**src/smbrw_pkg.sv**
```systemverilog
// Shared types, constants and CRC-8 helper for the SMBus read-word master.
package smbrw_pkg;

  localparam int QUEUE_DEPTH   = 2;
  localparam int CFG_ADDR_W    = 3;
  localparam int CFG_DATA_W    = 32;
  localparam int CFG_INDEX_LSB = 2;

  localparam logic [0:0] REG_DEVICE_ADDRESS   = 1'b0;
  localparam logic [6:0] DEVICE_ADDRESS_RESET = 7'h5A;

  localparam logic [7:0] CRC_POLY      = 8'h07;
  localparam logic [3:0] BITS_PER_BYTE = 4'd8;

  localparam logic [1:0] STATUS_OK         = 2'd0;
  localparam logic [1:0] STATUS_NACK_WADDR = 2'd1;
  localparam logic [1:0] STATUS_NACK_WREG  = 2'd2;
  localparam logic [1:0] STATUS_NACK_RADDR = 2'd3;

  typedef enum logic {
    CMD_TICK  = 1'b0,
    CMD_START = 1'b1
  } cmd_kind_t;

  typedef struct packed {
    cmd_kind_t  kind;
    logic [7:0] reg_addr;
    logic       sda;
  } cmd_t;

  typedef struct packed {
    logic        scl_out;
    logic        sda_out;
    logic        busy_res;
    logic        done_res;
    logic [1:0]  status;
    logic [15:0] data_word;
    logic        pec_ok;
  } res_t;

  function automatic logic [7:0] crc8_feed(input logic [7:0] crc, input logic [7:0] b);
    logic [7:0] c;
    c = crc ^ b;
    for (int k = 0; k < 8; k++) begin
      c = c[7] ? ({c[6:0], 1'b0} ^ CRC_POLY) : {c[6:0], 1'b0};
    end
    return c;
  endfunction

endpackage

```
**src/smbrw_if.sv**
```systemverilog
// Valid/ready channel interfaces for commands in and results out.
interface smbrw_in_if;
  logic       valid;
  logic       ready;
  logic       opcode;
  logic [7:0] reg_addr;
  logic       sda_in;

  modport source (output valid, output opcode, output reg_addr, output sda_in, input ready);
  modport sink (input valid, input opcode, input reg_addr, input sda_in, output ready);
endinterface

interface smbrw_out_if;
  logic        valid;
  logic        ready;
  logic        scl_out;
  logic        sda_out;
  logic        busy_res;
  logic        done_res;
  logic [1:0]  status;
  logic [15:0] data_word;
  logic        pec_ok;

  modport source (output valid, output scl_out, output sda_out, output busy_res,
                  output done_res, output status, output data_word, output pec_ok,
                  input ready);
  modport sink (input valid, input scl_out, input sda_out, input busy_res,
                input done_res, input status, input data_word, input pec_ok,
                output ready);
endinterface

```
**src/smbus_read_word_pec_master_core.sv**
```systemverilog
// Top level: SMBus read-word master with PEC, APB register port and channel wiring.
// Each input transaction is either a phase tick or a start command and yields exactly one
// result transaction. Throughput is one transaction per clock when not stalled; an accepted
// transaction is held in the command queue and its result in the result register. The
// sequencer, including its CRC-8 update, is combinational between those two stores, so the
// only stalls come from a full command queue of QDEPTH entries behind a held result.
// The device address register sits at byte address 0 and must be written only while idle.
module smbus_read_word_pec_master_core #(
  parameter int QDEPTH = smbrw_pkg::QUEUE_DEPTH
) (
  input  logic                               clk,
  input  logic                               rst_n,
  smbrw_in_if.sink                           in_ch,
  smbrw_out_if.source                        out_ch,
  input  logic                               cfg_psel,
  input  logic                               cfg_penable,
  input  logic                               cfg_pwrite,
  input  logic [smbrw_pkg::CFG_ADDR_W-1:0]   cfg_paddr,
  input  logic [smbrw_pkg::CFG_DATA_W-1:0]   cfg_pwdata,
  output logic [smbrw_pkg::CFG_DATA_W-1:0]   cfg_prdata,
  output logic                               cfg_pready
);
  import smbrw_pkg::*;

  logic [6:0] dev_addr_r, dev_addr_nxt;
  logic       cfg_wr;
  logic       cfg_hit;
  logic       q_valid;
  logic       q_pop;
  cmd_t       q_cmd;

  assign cfg_pready = 1'b1;
  assign cfg_wr     = cfg_psel && cfg_penable && cfg_pwrite && cfg_pready;
  assign cfg_hit    = (cfg_paddr[CFG_ADDR_W-1:CFG_INDEX_LSB] == REG_DEVICE_ADDRESS);
  assign cfg_prdata = cfg_hit ? CFG_DATA_W'(dev_addr_r) : '0;

  assign dev_addr_nxt = (cfg_wr && cfg_hit) ? cfg_pwdata[6:0] : dev_addr_r;

  always_ff @(posedge clk) begin
    if (!rst_n) begin
      dev_addr_r <= DEVICE_ADDRESS_RESET;
    end else begin
      dev_addr_r <= dev_addr_nxt;
    end
  end

  smbrw_front #(
    .QDEPTH (QDEPTH)
  ) u_front (
    .clk     (clk),
    .rst_n   (rst_n),
    .in_ch   (in_ch),
    .q_valid (q_valid),
    .q_cmd   (q_cmd),
    .q_pop   (q_pop)
  );

  smbrw_back u_back (
    .clk            (clk),
    .rst_n          (rst_n),
    .device_address (dev_addr_r),
    .q_valid        (q_valid),
    .q_cmd          (q_cmd),
    .q_pop          (q_pop),
    .out_ch         (out_ch)
  );

endmodule

```
**src/smbrw_front.sv**
```systemverilog
// Front end: accepts input transactions, classifies them and queues commands.
module smbrw_front #(
  parameter int QDEPTH = smbrw_pkg::QUEUE_DEPTH
) (
  input  logic                clk,
  input  logic                rst_n,
  smbrw_in_if.sink            in_ch,
  output logic                q_valid,
  output smbrw_pkg::cmd_t     q_cmd,
  input  logic                q_pop
);
  import smbrw_pkg::*;

  localparam int PTR_W = (QDEPTH > 1) ? $clog2(QDEPTH) : 1;
  localparam int CNT_W = $clog2(QDEPTH + 1);

  cmd_t             mem_r [QDEPTH];
  logic [PTR_W-1:0] wr_ptr_r, wr_ptr_nxt;
  logic [PTR_W-1:0] rd_ptr_r, rd_ptr_nxt;
  logic [CNT_W-1:0] count_r, count_nxt;
  logic             push;
  cmd_t             in_cmd;

  assign in_ch.ready = (count_r != CNT_W'(QDEPTH));
  assign push        = in_ch.valid && in_ch.ready;
  assign q_valid     = (count_r != '0);
  assign q_cmd       = mem_r[rd_ptr_r];

  always_comb begin
    in_cmd.kind     = in_ch.opcode ? CMD_START : CMD_TICK;
    in_cmd.reg_addr = in_ch.reg_addr;
    in_cmd.sda      = in_ch.sda_in;
  end

  always_comb begin
    wr_ptr_nxt = wr_ptr_r;
    rd_ptr_nxt = rd_ptr_r;
    if (push) begin
      wr_ptr_nxt = (wr_ptr_r == PTR_W'(QDEPTH - 1)) ? '0 : wr_ptr_r + 1'b1;
    end
    if (q_pop) begin
      rd_ptr_nxt = (rd_ptr_r == PTR_W'(QDEPTH - 1)) ? '0 : rd_ptr_r + 1'b1;
    end
    case ({push, q_pop})
      2'b10:   count_nxt = count_r + 1'b1;
      2'b01:   count_nxt = count_r - 1'b1;
      default: count_nxt = count_r;
    endcase
  end

  always_ff @(posedge clk) begin
    if (!rst_n) begin
      wr_ptr_r <= '0;
      rd_ptr_r <= '0;
      count_r  <= '0;
    end else begin
      wr_ptr_r <= wr_ptr_nxt;
      rd_ptr_r <= rd_ptr_nxt;
      count_r  <= count_nxt;
    end
  end

  always_ff @(posedge clk) begin
    if (push) begin
      mem_r[wr_ptr_r] <= in_cmd;
    end
  end

`ifndef SYNTHESIS
  a_count_bound: assert property (@(posedge clk) disable iff (!rst_n)
    count_r <= CNT_W'(QDEPTH))
    else $error("queue count exceeds depth");

  a_pop_nonempty: assert property (@(posedge clk) disable iff (!rst_n)
    q_pop |-> q_valid)
    else $error("pop from empty queue");

  a_push_grows: assert property (@(posedge clk) disable iff (!rst_n)
    push && !q_pop |=> count_r == $past(count_r) + 1'b1)
    else $error("queue count did not advance on push");
`endif

endmodule

```
**src/smbrw_back.sv**
```systemverilog
// Back end: bus sequencer, CRC-8 accumulation and registered result stage.
module smbrw_back (
  input  logic                clk,
  input  logic                rst_n,
  input  logic [6:0]          device_address,
  input  logic                q_valid,
  input  smbrw_pkg::cmd_t     q_cmd,
  output logic                q_pop,
  smbrw_out_if.source         out_ch
);
  import smbrw_pkg::*;

  typedef enum logic [9:0] {
    ST_IDLE   = 10'b00_0000_0001,
    ST_START  = 10'b00_0000_0010,
    ST_WADDR  = 10'b00_0000_0100,
    ST_WREG   = 10'b00_0000_1000,
    ST_RSTART = 10'b00_0001_0000,
    ST_RADDR  = 10'b00_0010_0000,
    ST_RLOW   = 10'b00_0100_0000,
    ST_RHIGH  = 10'b00_1000_0000,
    ST_RPEC   = 10'b01_0000_0000,
    ST_STOP   = 10'b10_0000_0000
  } step_t;

  step_t       step_r, step_nxt;
  logic [1:0]  phase_r, phase_nxt;
  logic [3:0]  bit_r, bit_nxt;
  logic [7:0]  shift_r, shift_nxt;
  logic [7:0]  crc_r, crc_nxt;
  logic [7:0]  reg_r, reg_nxt;
  logic [15:0] word_r, word_nxt;
  logic        scl_r, scl_nxt;
  logic        sda_r, sda_nxt;
  logic [1:0]  err_r, err_nxt;
  logic        out_valid_r, out_valid_nxt;
  res_t        out_r, res;

  logic        take;
  logic        adv;
  logic        done;
  logic        crc_en;
  logic        crc_clr;
  logic [7:0]  crc_byte;
  logic        bit_pending;
  logic [7:0]  addr_w;

  assign take        = q_valid && (!out_valid_r || out_ch.ready);
  assign q_pop       = take;
  assign adv         = (q_cmd.kind == CMD_TICK);
  assign bit_pending = (bit_r < BITS_PER_BYTE);
  assign addr_w      = {device_address, 1'b0};

  always_comb begin
    step_nxt  = step_r;
    phase_nxt = phase_r;
    bit_nxt   = bit_r;
    shift_nxt = shift_r;
    reg_nxt   = reg_r;
    word_nxt  = word_r;
    scl_nxt   = scl_r;
    sda_nxt   = sda_r;
    err_nxt   = err_r;
    done      = 1'b0;
    crc_en    = 1'b0;
    crc_clr   = 1'b0;
    crc_byte  = 8'h00;

    case (step_r)
      ST_START, ST_RSTART: begin
        if (adv) begin
          if (phase_r == 2'd0) begin
            sda_nxt = 1'b1; scl_nxt = 1'b1; phase_nxt = 2'd1;
          end else if (phase_r == 2'd1) begin
            sda_nxt = 1'b0; phase_nxt = 2'd2;
          end else begin
            scl_nxt   = 1'b0;
            phase_nxt = 2'd0;
            bit_nxt   = '0;
            crc_en    = 1'b1;
            if (step_r == ST_START) begin
              step_nxt = ST_WADDR; shift_nxt = addr_w; crc_byte = addr_w;
            end else begin
              step_nxt = ST_RADDR; shift_nxt = addr_w | 8'h01; crc_byte = addr_w | 8'h01;
            end
          end
        end
      end
      ST_WADDR, ST_WREG, ST_RADDR: begin
        if (adv) begin
          if (phase_r == 2'd0) begin
            sda_nxt   = bit_pending ? shift_r[7] : 1'b1;
            phase_nxt = 2'd1;
          end else if (phase_r == 2'd1) begin
            scl_nxt = 1'b1; phase_nxt = 2'd2;
          end else begin
            scl_nxt   = 1'b0;
            phase_nxt = 2'd0;
            if (bit_pending) begin
              shift_nxt = {shift_r[6:0], 1'b0};
              bit_nxt   = bit_r + 1'b1;
            end else if (q_cmd.sda) begin
              err_nxt = (step_r == ST_WADDR) ? STATUS_NACK_WADDR :
                        (step_r == ST_WREG)  ? STATUS_NACK_WREG : STATUS_NACK_RADDR;
              step_nxt = ST_STOP;
              bit_nxt  = '0;
            end else if (step_r == ST_WADDR) begin
              step_nxt  = ST_WREG;
              shift_nxt = reg_r;
              crc_en    = 1'b1;
              crc_byte  = reg_r;
              bit_nxt   = '0;
            end else if (step_r == ST_WREG) begin
              step_nxt = ST_RSTART;
              bit_nxt  = '0;
            end else begin
              step_nxt  = ST_RLOW;
              shift_nxt = 8'h00;
              bit_nxt   = '0;
            end
          end
        end
      end
      ST_RLOW, ST_RHIGH, ST_RPEC: begin
        if (adv) begin
          if (bit_pending) begin
            if (phase_r == 2'd0) begin
              sda_nxt = 1'b1; scl_nxt = 1'b1; phase_nxt = 2'd1;
            end else begin
              shift_nxt = {shift_r[6:0], q_cmd.sda};
              scl_nxt   = 1'b0;
              phase_nxt = 2'd0;
              bit_nxt   = bit_r + 1'b1;
            end
          end else if (phase_r == 2'd0) begin
            sda_nxt   = (step_r == ST_RPEC);
            phase_nxt = 2'd1;
          end else if (phase_r == 2'd1) begin
            scl_nxt = 1'b1; phase_nxt = 2'd2;
          end else begin
            scl_nxt   = 1'b0;
            phase_nxt = 2'd0;
            bit_nxt   = '0;
            if (step_r == ST_RLOW) begin
              word_nxt  = {8'h00, shift_r};
              crc_en    = 1'b1;
              crc_byte  = shift_r;
              shift_nxt = 8'h00;
              step_nxt  = ST_RHIGH;
            end else if (step_r == ST_RHIGH) begin
              word_nxt  = {shift_r, word_r[7:0]};
              crc_en    = 1'b1;
              crc_byte  = shift_r;
              shift_nxt = 8'h00;
              step_nxt  = ST_RPEC;
            end else begin
              step_nxt = ST_STOP;
            end
          end
        end
      end
      ST_STOP: begin
        if (adv) begin
          if (phase_r == 2'd0) begin
            sda_nxt = 1'b0; phase_nxt = 2'd1;
          end else if (phase_r == 2'd1) begin
            scl_nxt = 1'b1; phase_nxt = 2'd2;
          end else begin
            sda_nxt   = 1'b1;
            done      = 1'b1;
            step_nxt  = ST_IDLE;
            phase_nxt = 2'd0;
            bit_nxt   = '0;
          end
        end
      end
      default: begin
        step_nxt = ST_IDLE;
        if (!adv) begin
          reg_nxt   = q_cmd.reg_addr;
          step_nxt  = ST_START;
          phase_nxt = 2'd0;
          bit_nxt   = '0;
          shift_nxt = 8'h00;
          crc_clr   = 1'b1;
          word_nxt  = 16'h0000;
          err_nxt   = STATUS_OK;
          scl_nxt   = 1'b1;
          sda_nxt   = 1'b1;
        end
      end
    endcase

    if (crc_clr) begin
      crc_nxt = 8'h00;
    end else if (crc_en) begin
      crc_nxt = crc8_feed(crc_r, crc_byte);
    end else begin
      crc_nxt = crc_r;
    end
  end

  always_comb begin
    res.scl_out   = scl_nxt;
    res.sda_out   = sda_nxt;
    res.busy_res  = (step_nxt != ST_IDLE);
    res.done_res  = done;
    res.status    = done ? err_r : STATUS_OK;
    res.data_word = (done && err_r == STATUS_OK) ? word_r : 16'h0000;
    res.pec_ok    = done && (err_r == STATUS_OK) && (shift_r == crc_r);
  end

  assign out_valid_nxt = take || (out_valid_r && !out_ch.ready);

  always_ff @(posedge clk) begin
    if (!rst_n) begin
      step_r      <= ST_IDLE;
      phase_r     <= 2'd0;
      bit_r       <= '0;
      shift_r     <= 8'h00;
      crc_r       <= 8'h00;
      reg_r       <= 8'h00;
      word_r      <= 16'h0000;
      scl_r       <= 1'b1;
      sda_r       <= 1'b1;
      err_r       <= STATUS_OK;
      out_valid_r <= 1'b0;
    end else begin
      out_valid_r <= out_valid_nxt;
      if (take) begin
        step_r  <= step_nxt;
        phase_r <= phase_nxt;
        bit_r   <= bit_nxt;
        shift_r <= shift_nxt;
        crc_r   <= crc_nxt;
        reg_r   <= reg_nxt;
        word_r  <= word_nxt;
        scl_r   <= scl_nxt;
        sda_r   <= sda_nxt;
        err_r   <= err_nxt;
      end
    end
  end

  always_ff @(posedge clk) begin
    if (take) begin
      out_r <= res;
    end
  end

  assign out_ch.valid     = out_valid_r;
  assign out_ch.scl_out   = out_r.scl_out;
  assign out_ch.sda_out   = out_r.sda_out;
  assign out_ch.busy_res  = out_r.busy_res;
  assign out_ch.done_res  = out_r.done_res;
  assign out_ch.status    = out_r.status;
  assign out_ch.data_word = out_r.data_word;
  assign out_ch.pec_ok    = out_r.pec_ok;

`ifndef SYNTHESIS
  a_done_not_busy: assert property (@(posedge clk) disable iff (!rst_n)
    out_valid_r && out_r.done_res |-> !out_r.busy_res)
    else $error("done reported while still busy");

  a_report_only_on_done: assert property (@(posedge clk) disable iff (!rst_n)
    out_valid_r && (out_r.status != STATUS_OK || out_r.pec_ok || out_r.data_word != 16'h0000)
    |-> out_r.done_res)
    else $error("status or data reported without done");

  a_idle_tick_holds: assert property (@(posedge clk) disable iff (!rst_n)
    take && step_r == ST_IDLE && q_cmd.kind == CMD_TICK
    |=> step_r == ST_IDLE && scl_r == $past(scl_r) && sda_r == $past(sda_r))
    else $error("idle tick changed bus state");
`endif

endmodule

```
**src/flat_wrapper.sv**
```systemverilog
// flat-port wrapper written by rule: the top's interface ports become plain ports
module smbus_read_word_pec_master_core_flat import smbrw_pkg::*;
#(
  parameter int QDEPTH = smbrw_pkg::QUEUE_DEPTH
)
  (clk, rst_n, cfg_psel, cfg_penable, cfg_pwrite, cfg_paddr, cfg_pwdata, cfg_prdata, cfg_pready, in_ch_valid, in_ch_opcode, in_ch_reg_addr, in_ch_sda_in, in_ch_ready, out_ch_valid, out_ch_scl_out, out_ch_sda_out, out_ch_busy_res, out_ch_done_res, out_ch_status, out_ch_data_word, out_ch_pec_ok, out_ch_ready);
  smbrw_in_if in_ch_i ();
  smbrw_out_if out_ch_i ();
  input  logic clk;
  input  logic rst_n;
  input  logic cfg_psel;
  input  logic cfg_penable;
  input  logic cfg_pwrite;
  input  logic [smbrw_pkg::CFG_ADDR_W-1:0] cfg_paddr;
  input  logic [smbrw_pkg::CFG_DATA_W-1:0] cfg_pwdata;
  output logic [smbrw_pkg::CFG_DATA_W-1:0] cfg_prdata;
  output logic cfg_pready;
  input wire logic [$bits(in_ch_i.valid)-1:0] in_ch_valid;
  input wire logic [$bits(in_ch_i.opcode)-1:0] in_ch_opcode;
  input wire logic [$bits(in_ch_i.reg_addr)-1:0] in_ch_reg_addr;
  input wire logic [$bits(in_ch_i.sda_in)-1:0] in_ch_sda_in;
  output wire logic [$bits(in_ch_i.ready)-1:0] in_ch_ready;
  output wire logic [$bits(out_ch_i.valid)-1:0] out_ch_valid;
  output wire logic [$bits(out_ch_i.scl_out)-1:0] out_ch_scl_out;
  output wire logic [$bits(out_ch_i.sda_out)-1:0] out_ch_sda_out;
  output wire logic [$bits(out_ch_i.busy_res)-1:0] out_ch_busy_res;
  output wire logic [$bits(out_ch_i.done_res)-1:0] out_ch_done_res;
  output wire logic [$bits(out_ch_i.status)-1:0] out_ch_status;
  output wire logic [$bits(out_ch_i.data_word)-1:0] out_ch_data_word;
  output wire logic [$bits(out_ch_i.pec_ok)-1:0] out_ch_pec_ok;
  input wire logic [$bits(out_ch_i.ready)-1:0] out_ch_ready;
  assign in_ch_i.valid = in_ch_valid;
  assign in_ch_i.opcode = in_ch_opcode;
  assign in_ch_i.reg_addr = in_ch_reg_addr;
  assign in_ch_i.sda_in = in_ch_sda_in;
  assign in_ch_ready = in_ch_i.ready;
  assign out_ch_valid = out_ch_i.valid;
  assign out_ch_scl_out = out_ch_i.scl_out;
  assign out_ch_sda_out = out_ch_i.sda_out;
  assign out_ch_busy_res = out_ch_i.busy_res;
  assign out_ch_done_res = out_ch_i.done_res;
  assign out_ch_status = out_ch_i.status;
  assign out_ch_data_word = out_ch_i.data_word;
  assign out_ch_pec_ok = out_ch_i.pec_ok;
  assign out_ch_i.ready = out_ch_ready;
  smbus_read_word_pec_master_core #(.QDEPTH(QDEPTH)) u_core (.clk(clk), .rst_n(rst_n), .in_ch(in_ch_i), .out_ch(out_ch_i), .cfg_psel(cfg_psel), .cfg_penable(cfg_penable), .cfg_pwrite(cfg_pwrite), .cfg_paddr(cfg_paddr), .cfg_pwdata(cfg_pwdata), .cfg_prdata(cfg_prdata), .cfg_pready(cfg_pready));
endmodule
```
**config.mk**
```make
export PLATFORM = sky130hd
export DESIGN_NAME = smbus_read_word_pec_master_core_flat
export DESIGN_NICKNAME = d
export VERILOG_FILES = /design/src/smbrw_pkg.sv /design/src/smbrw_if.sv /design/src/smbus_read_word_pec_master_core.sv /design/src/smbrw_front.sv /design/src/smbrw_back.sv /design/src/flat_wrapper.sv
export SDC_FILE = /design/constraint.sdc
export NUM_CORES = 1
export LEC_CHECK = 0
export ABC_AREA = 1
export BUFFER_PORTS_ARGS = -buffer_cell sky130_fd_sc_hd__buf_2
export CAP_MARGIN = 20
export CORE_MARGIN = 5
export CORE_UTILIZATION = 40
export CTS_BUF_LIST = sky130_fd_sc_hd__clkbuf_4 sky130_fd_sc_hd__clkbuf_8
export DETAILED_ROUTE_END_ITERATION = 8
export PLACE_DENSITY_LB_ADDON = 0.15
export SLEW_MARGIN = 30
export SYNTH_ARGS = -nofsm -noshare
export SYNTH_HDL_FRONTEND = slang
export SYNTH_HIERARCHICAL = 1
export SYNTH_SLANG_ARGS = --single-unit
```
**constraint.sdc**
```tcl
create_clock -name clk -period 3.8 [get_ports clk]
set_clock_uncertainty 0.15 [all_clocks]
set_input_delay 0.19 -clock clk [delete_from_list [all_inputs] [get_ports clk]]
set_output_delay 0.19 -clock clk [all_outputs]
set_load 0.02 [all_outputs]
```
==> results list, run 1 <==
* Number of enable-type register cells in the synthesized netlist: 43
- In the synthesized netlist the dominant register cell turns out to be sky130_fd_sc_hd__dfxtp_1.
- Area post-placement: 7017 um2
- The first global-routing pass estimated 27.70 mm of wire.
* Weighted congestion at the end of routability-driven global placement: 0.8664
* Highest-delay cell along the critical path: sky130_fd_sc_hd__inv_1
* Library cell with the largest summed area after synthesis: sky130_fd_sc_hd__dfxtp_1
* Initial Util: 40.55%
- The clock reaches the later pin of the worst-skew pair after 0.44 ns.
* Worst EP required: 3.95 ns
- The floorplan has 47 rows.
- The worst-case IR drop observed on VDD is 0.4297 mV.
- Max-cap violations in this run came to 0.
- Number of search-and-repair iterations in the first detailed-routing pass: 5
- Final global-route overflow total: 0
- Ordered cell list for the critical path: or2_2 -> nand2_1 -> inv_1 -> nand3_1 -> nor3_2 -> nand2_2 -> o21ai_0 -> nor2_1
- Measured against its own limit, the worst slew margin works out to 43.28%.
* Class of the most critical setup path: reg2reg
* Number of cells traversed by the worst register-to-register path: 8
- Detailed routing inserted a total of 5668 vias.
- Power density relative to cell area: 684.8 nW/um2
- Dividing the detail-routed via count by the number of cells gives 4.976.
- CTS saw 116 sinks.
* Width of the die: 139.2 um
- The routed design could run at a clock period as short as 2.867 ns.
* Vias in the first global route: 5297
- STA puts the critical path data arrival time at 3.02 ns.
* CTS root buf: sky130_fd_sc_hd__clkbuf_8
* Number of warnings issued by yosys: 6
- Detailed router's first-iteration violation count: 485
- After clock tree synthesis, the clock-pin slew on the worst setup and hold paths is 0.07 ns.
- Global routing used 17.81% of the available tracks.
- Area fraction of the dominant cell type after synthesis: 21.89%
- Count of different cell masters after synthesis: 64
* Ratio of cells with drive above 1 in the final layout: 20.13%
- Summing the sequential cell areas from Yosys gives 41.23% of the chip area.
- At the end of the flow, the number of nets in the layout was 960.
- Area growth, synth to finish: 14.82%
- Flop and latch count out of synthesis: 116
- Run status: complete, no violations
- The worst register-to-register path begins at u_core/u_front/count_r[0]$_SDFFE_PN0P_.
* Post-Syn Instances: 827
- The worst register-to-register path has a setup slack of 0.93 ns.
* Dominant delay contributor by cell family on the critical path: simple AND/OR/NAND/NOR gates
- Post-cts repair resize count: 0
* Drt drc: 0
- Initial antenna violation count: 0
- The average instance in the mapped netlist occupies 8.073 um2.
* Core Box Area: 16470 um2
- Path class of the lowest-slack min-delay path: in2reg
- TritonCTS built the clock tree.
- STA classifies the critical path endpoint as a flip-flop.
- By count the netlist is led by sky130_fd_sc_hd__nand2_1 (142), sky130_fd_sc_hd__inv_1 (98), sky130_fd_sc_hd__dfxtp_1 (73), sky130_fd_sc_hd__nand3_1 (72), sky130_fd_sc_hd__nor2_1 (65).
* Die Height: 139.2 um
- Setup repair after global routing left no endpoint under its margin.
- Pin count of the biggest net entering global routing: 54
- Once layout is complete, the utilization of the core stands at 46.56%.
- Count of cells along the worst hold path: 5
- Routed WL per cell: 14.94 um
- STA classifies the critical path startpoint as a flip-flop.
- For this design the top-level I/O count stands at 110.
- Clock buffers created by TritonCTS: 17
- Summed over all cells, the static leakage comes to 3.257 nW.
- Fraction of registers with async set or reset after synthesis: 0%
- Sorting the synthesized cells by area gives the leading types as sky130_fd_sc_hd__dfxtp_1 (22%), sky130_fd_sc_hd__edfxtp_1 (19%), sky130_fd_sc_hd__nand2_1 (8.0%), sky130_fd_sc_hd__inv_1 (5.5%), sky130_fd_sc_hd__nand3_1 (5.4%).
- Post-detailed-placement half-perimeter wirelength: 12.22 mm
- Yosys instantiated no cell more often than sky130_fd_sc_hd__nand2_1.
* Input/output buffers: 56
- Antenna fix cells: 0
- Hold Vio Cnt, Final: 0
* Fmax: 348.7 MHz
- Antenna Violating Nets Remaining: 0
- Share of the clock period used by the worst path after layout: 75.46%
- Setup violations remaining at the end of the flow were counted as 0.
* Hold worst-path end: u_core/dev_addr_r[3]$_SDFFE_PN1P_
* Stage delay of the slowest cell on the critical path: 0.71 ns
- Post-layout worst setup margin: 0.9325 ns
* Final WL: 17.01 mm
* Number of H-tree levels: 4
- The clock passes through at most 2 buffers.
- The max-slew violation count came to 0.
* Final cell area excluding filler cells: 7666 um2
* Total Negative Setup Slacks: 0 ns
- Cell Area, Synth: 6676 um2
* Post-place setup slack: 0.9151 ns
- At the pin with the least slew margin, the transition time is 0.8476 ns.
- Die area: 19380 um2
* Startpoint of the lowest-slack hold path: cfg_penable
* End of the worst register-to-register path: u_core/u_back/shift_r[3]$_SDFFE_PN0P_
- Buf+Inv Stages, Crit Path: 1
- Crit-path max FO: 20
sequential cells by signal, summed over array words and instances (netlist names), named ones only:
register / flops
u_core/u_back/out_ch.status: 2
u_core/dev_addr_r: 7
u_core/u_front/count_r: 2
u_core/u_back/word_r: 16
u_core/u_back/out_ch.data_word: 16
u_core/u_back/out_ch.busy_res: 1
u_core/u_back/sda_r: 1
u_core/u_back/out_ch.sda_out: 1
u_core/u_back/phase_r: 2
u_core/u_back/out_ch.pec_ok: 1
u_core/u_back/out_ch.valid: 1
u_core/u_back/err_r: 2
u_core/u_front/rd_ptr_r: 1
u_core/u_back/out_ch.scl_out: 1
u_core/u_front/wr_ptr_r: 1
u_core/u_back/scl_r: 1
u_core/u_back/crc_r: 8
u_core/u_back/reg_r: 8
u_core/u_back/out_ch.done_res: 1
u_core/u_back/step_r: 10
u_core/u_back/bit_r: 4
u_core/u_back/shift_r: 8
u_core/u_front/mem_r: 20
through the flow:
stage	instances	hold WS, ns	power (mW)
after floorplan	851	0.1246	3.626
after global placement	1082	0.2285	4.085
after detailed placement	1082	0.2311	4.096
after CTS	1139	0.005016	5.284
after global routing	1139	0.002519	5.630
final	1139	0.02829	5.250
tightest hold or removal path, cell delays in order:
cell,delay (ns)
sky130_fd_sc_hd__buf_2,0.11
sky130_fd_sc_hd__nand2_4,0.08
sky130_fd_sc_hd__nor2_8,0.06
sky130_fd_sc_hd__nand2_1,0.05
sky130_fd_sc_hd__nand3_1,0.07
placed cells by master, fill, tap and decap left out, types with 3 or more instances in the layout:
master                          count
sky130_fd_sc_hd__nor3_1             9
sky130_fd_sc_hd__o21ai_1            7
sky130_fd_sc_hd__o22ai_1            3
sky130_fd_sc_hd__a32o_1             3
sky130_fd_sc_hd__o221ai_1           4
sky130_fd_sc_hd__nand3b_1           6
sky130_fd_sc_hd__inv_1             98
sky130_fd_sc_hd__nand2_4            8
sky130_fd_sc_hd__nor2_1            65
sky130_fd_sc_hd__clkbuf_8          18
sky130_fd_sc_hd__bufinv_16          3
sky130_fd_sc_hd__xnor2_1            5
sky130_fd_sc_hd__mux2_2             8
sky130_fd_sc_hd__nand4_1           15
sky130_fd_sc_hd__dfxtp_1           73
sky130_fd_sc_hd__nor2_4             6
sky130_fd_sc_hd__buf_4              8
sky130_fd_sc_hd__buf_2             56
sky130_fd_sc_hd__conb_1            26
sky130_fd_sc_hd__o21ai_0           33
sky130_fd_sc_hd__a211oi_1          18
sky130_fd_sc_hd__nand3_2            5
sky130_fd_sc_hd__nand2_1          142
sky130_fd_sc_hd__clkinv_2           5
sky130_fd_sc_hd__clkinv_1           4
sky130_fd_sc_hd__a21oi_1           57
sky130_fd_sc_hd__a211oi_2           3
sky130_fd_sc_hd__nand3_1           72
sky130_fd_sc_hd__nand2_2            8
sky130_fd_sc_hd__nor2_2            11
sky130_fd_sc_hd__inv_2             16
sky130_fd_sc_hd__nor2_8             6
sky130_fd_sc_hd__o211ai_1           8
sky130_fd_sc_hd__o21ai_2            3
sky130_fd_sc_hd__edfxtp_1          43
sky130_fd_sc_hd__dlygate4sd3_1     25
repair_timing:
item | CTS | global route
setup buffers | 0 | 0
hold buffers | 25 | 0
endpoints found under the setup margin | 0 | 0
hold endpoints to repair | 29 | 0
power by group:
group          internal, mW  leakage, nW  switching, mW
Combinational         0.694         2.05           1.49
Sequential             1.68         1.01          0.236
Clock                 0.668        0.202          0.487
cell families (layout without fill, tap and decap cells):
kind of cell | count (synthesis) | after routing | synth area share, %
AOI/OAI and AO/OA | 155 | 155 | 14.79
xor gates and xnor gates | 9 | 9 | 1.406
adders and majority gates | 2 | 2 | 0.3748
buffers and inverters | 172 | 240 | 12.33
DFF | 116 | 116 | 41.23
muxes | 10 | 10 | 1.799
other | 2 | 26 | 0.1125
and+or+nand+nor | 361 | 361 | 27.96
worst max path at each step:
stage | from | end | depth (start not counted)
2_1_floorplan | u_core/u_front/count_r[1]$_SDFFE_PN0P_ | u_core/u_front/count_r[1]$_SDFFE_PN0P_ | 11
3_3_place_gp | u_core/u_front/count_r[0]$_SDFFE_PN0P_ | u_core/u_back/shift_r[3]$_SDFFE_PN0P_ | 8
3_5_place_dp | u_core/u_front/count_r[1]$_SDFFE_PN0P_ | u_core/u_back/shift_r[3]$_SDFFE_PN0P_ | 8
4_1_cts | u_core/u_front/count_r[0]$_SDFFE_PN0P_ | u_core/u_back/shift_r[3]$_SDFFE_PN0P_ | 8
5_1_grt | u_core/u_front/count_r[1]$_SDFFE_PN0P_ | u_core/u_back/shift_r[0]$_SDFFE_PN0P_ | 8
6_report | u_core/u_front/count_r[0]$_SDFFE_PN0P_ | u_core/u_back/shift_r[3]$_SDFFE_PN0P_ | 8
layout make-up:
cell class                      count  area, um2
Timing Repair Buffer               89      590.6
Clock buffer                       20      262.8
Clock inverter                     12      136.4
Tap cell                          220      275.3
Fill cell                        1676       8800
Inverter                          119      457.9
Sequential cell                   116       2753
Multi-Input combinational cell    563       3191
metal layers:
layer  wire length, um  vias up  track usage, %
met2              7766      163           28.15
met1              8097     2593           24.67
met4               219        0           5.201
met3               931       17           3.759
met5                 0        -               0
li1                  -     2895               -
Note: power is estimated with default switching activity, not from simulation.
==> inputs of run 2 (changes only) <==
- clock period: 3.8 -> 2.6 ns (I/O delays scaled with it)
==> results list, run 2 (synthesis results as in run 1) <==
- Antenna fix cells: 0 (unchanged)
- Number of search-and-repair iterations in the first detailed-routing pass: 5 (unchanged)
- Share of power burned in the clock network: 20.6% (-1.4 points)
* Clock buffers created by TritonCTS: 17 (unchanged)
* Core Box Area: 16470 um2 (unchanged)
- Number of fillers in the final layout: 1663 (-0.78%)
- The final worst slack is 0.09658 ns (-0.8359 ns).
- The critical path starts at cfg_pwdata[2].
- Switch share: 42.55% (+0.41 points)
- Static timing analysis puts the maximum clock frequency at 399.5 MHz.
* Total of max-cap violations: 0 (unchanged)
- The number of I/O port buffers was 56 (unchanged).
- Post-place setup slack: 0.06395 ns (-0.8511 ns)
- Path class of the lowest-slack min-delay path: in2reg
* Detailed router's first-iteration violation count: 433 (-11%)
- CTS Buffer Depth: 2 (unchanged)
- Width of the die: 139.2 um (unchanged)
- Die area: 19380 um2 (unchanged)
- The count of pins on the block boundary was 110 (unchanged).
- Final setup viols: 0 (unchanged)
- Run status: complete, no violations
- The number of cells after detailed placement is 1113 (+2.9%).
- The transition at the pin with the smallest max-transition slack is 0.8509 ns (+0.003296 ns).
* Largest register FFs: 20 (unchanged)
* Crit-path max FO: 1 (-95%)
- The remaining design rule violation count was 0 (unchanged).
* Antenna Violating Nets Remaining: 0 (unchanged)
- TritonCTS clock tree: yes
* Power share of the sequential group: 34.7% (-1.7 points)
- The path depth of the worst reg2reg path was 13 (+5).
- The max-slew violation count was 0 (unchanged).
- End of the worst register-to-register path: u_core/u_back/shift_r[1]$_SDFFE_PN0P_
- The worst hold path cell count was 2 (-3).
- The proportion of layout cells with a drive suffix above 1 came to 24.21% (+4.1 points).
- The clock slew seen by the registers of the worst setup and hold paths was 0.07 ns (about the same).
- The initial antenna violation count was 0 (unchanged).
- Most common cell after layout, fill and taps aside: sky130_fd_sc_hd__nand2_1
- The ratio of total power to cell area came to 979.4 nW/um2 (+43%).
- The endpoint arrival time on the critical path came to 2.68 ns (-0.34 ns).
- Vias in the first global route: 5410 (+2.1%)
- Setup repair after global routing could not meet its margin everywhere.
- The insertion delay of the later-clocked pin in the worst-skew pair is 0.44 ns (about the same).
* Weighted congestion at the end of routability-driven global placement: 0.8813 (+1.7%)
- Critical path launch point type: primary input
- The internal reg-to-reg setup slack came to 0.13 ns (-0.80 ns).
- Internal power consumption: 4.591 mW (+51%)
- The CTS H-tree depth came to 4 (unchanged).
- The first-pass GRT wire length was 28.43 mm (+2.6%).
- Logic pwr share: 44.7% (+3.1 points)
* Final global-route overflow total: 0 (unchanged)
- Clk sink count: 116 (unchanged)
- The non-filler instance count after layout came to 1195 (+4.9%).
* Critical path destination: u_core/dev_addr_r[2]$_SDFFE_PN0P_
* Via count normalized by instance count: 4.956 (-0.40%)
* Total routing resource utilization after global routing: 18.19% (+0.38 points)
- Of the available clock period, the critical path in the final layout requires 96.29%.
- The via count came to 5923 (+4.5%).
- Max VDD drop: 0.6244 mV (+45%)
* Class of the most critical setup path: in2reg
- The number of nets at the end of the flow came to 1016 (+5.8%).
* CTS root buf: sky130_fd_sc_hd__clkbuf_8
* Routed WL per cell: 14.81 um (-0.83%)
- Leading cell types in the layout, fill and taps excluded: sky130_fd_sc_hd__nand2_1 (140), sky130_fd_sc_hd__inv_1 (97), sky130_fd_sc_hd__nand3_1 (72)
- The hold violation count in the final report is 0 (unchanged).
- The cell leakage power was 3.518 nW (+8.0%).
- The starting density of the core was 40.55% (unchanged).
- The final HPWL from detailed placement is 12.58 mm (+2.9%).
- The worst setup path is captured at a flip-flop.
* Pin count of the biggest net entering global routing: 54 (unchanged)
* Worst EP required: 2.78 ns (-1.17 ns)
- The area growth from synthesis to layout is 22.23%.
- The routed design could run at a clock period as short as 2.503 ns.
- Beginning of the worst register-to-register path: u_core/u_back/step_r[8]$_SDFFE_PN0P_
- The site row count is 47 (unchanged).
* Startpoint of the lowest-slack hold path: in_ch_reg_addr[2]
- Max-slew headroom: 43.27% (about the same)
* Die Height: 139.2 um (unchanged)
- More flip-flops sit in one register than any other, and that register is u_core/u_front/mem_r.
* Switching power summed over all nets: 3.401 mW (+54%)
* Final WL: 17.70 mm (+4.0%)
## run 2: cell types whose count changed in the layout (fill, tap and decap cells not counted), sizes merged
cell / before / now
dlygate4sd3: 25 / 38
bufinv: 3 / 2
buf: 64 / 105
clkinv: 9 / 8
clkbuf: 20 / 17
nand2: 160 / 162
clkinvlp: 2 / 5
inv: 117 / 119
## run 2: critical path, stage by stage
cell                            delay (ns)
sky130_fd_sc_hd__dlygate4sd3_1        0.54
sky130_fd_sc_hd__buf_2                0.12
sky130_fd_sc_hd__inv_1                0.04
sky130_fd_sc_hd__nand3_1              0.07
sky130_fd_sc_hd__dlygate4sd3_1        0.57
sky130_fd_sc_hd__nand2_1              0.06
sky130_fd_sc_hd__dlygate4sd3_1        0.57
sky130_fd_sc_hd__nor2_2               0.03
sky130_fd_sc_hd__dlygate4sd3_1        0.54
## run 2: routing by layer
| layer | global-route usage [%] | routed length, um |
|---|---|---|
| met1 | 24.97 | 8268 |
| met5 | 0 | 0 |
| met3 | 3.931 | 973 |
| met4 | 6.282 | 408 |
| met2 | 28.48 | 8052 |
## run 2: layout make-up
| cell class | count | area (um2) | share of cell area [%] |
|---|---|---|---|
| clock buffer | 17 | 234.0 | 2.867 |
| clock inverter | 15 | 157.7 | 1.932 |
| inverter | 119 | 456.7 | 5.596 |
| multi-input combinational | 565 | 3237 | 39.67 |
| sequential | 116 | 2755 | 33.76 |
| tap | 220 | 275.3 | 3.373 |
| timing repair buffer | 143 | 1045 | 12.80 |
## run 2: how the worst min path moves through the flow
stage,endpoint
2_1_floorplan,u_core/dev_addr_r[1]$_SDFFE_PN1P_
3_3_place_gp,u_core/u_front/mem_r[0][9]$_DFFE_PP_
3_5_place_dp,u_core/u_front/mem_r[1][8]$_DFFE_PP_
4_1_cts,u_core/u_front/mem_r[0][3]$_DFFE_PP_
5_1_grt,u_core/u_front/mem_r[1][4]$_DFFE_PP_
6_report,u_core/u_front/mem_r[0][3]$_DFFE_PP_
## run 2: power groups by stage
stage,Combinational (mW),Sequential (mW),Clock (mW)
6_report,3.57,2.78,1.64
5_1_grt,3.94,2.84,1.78
2_1_floorplan,2.40,2.90,0
3_3_place_gp,3.33,2.80,0
4_1_cts,3.38,2.77,1.69
3_5_place_dp,3.33,2.81,0
## run 2: through the flow
stage | hold WS [ns] | utilization (%) | area [um2] | setup TNS, ns | total power, mW
6_report | 0.2676 | 49.56 | 8160 | 0 | 7.992
5_1_grt | 0.2531 | 49.56 | 8160 | -0.04395 | 8.562
4_1_cts | 0.2282 | 48.70 | 8019 | 0 | 7.844
3_5_place_dp | 0.1714 | 44.01 | 7247 | 0 | 6.141
3_3_place_gp | 0.1698 | 44.01 | 7247 | 0 | 6.131
2_1_floorplan | 0.06462 | - | 6774 | 0 | 5.304
## run 2: repair_timing
item / CTS / global route
gates resized for setup: 0 / 12
endpoints found under the setup margin: 0 / 35
hold endpoints to repair: 34 / 0
buffers inserted: 0 / 10
hold buffers: 38 / 0
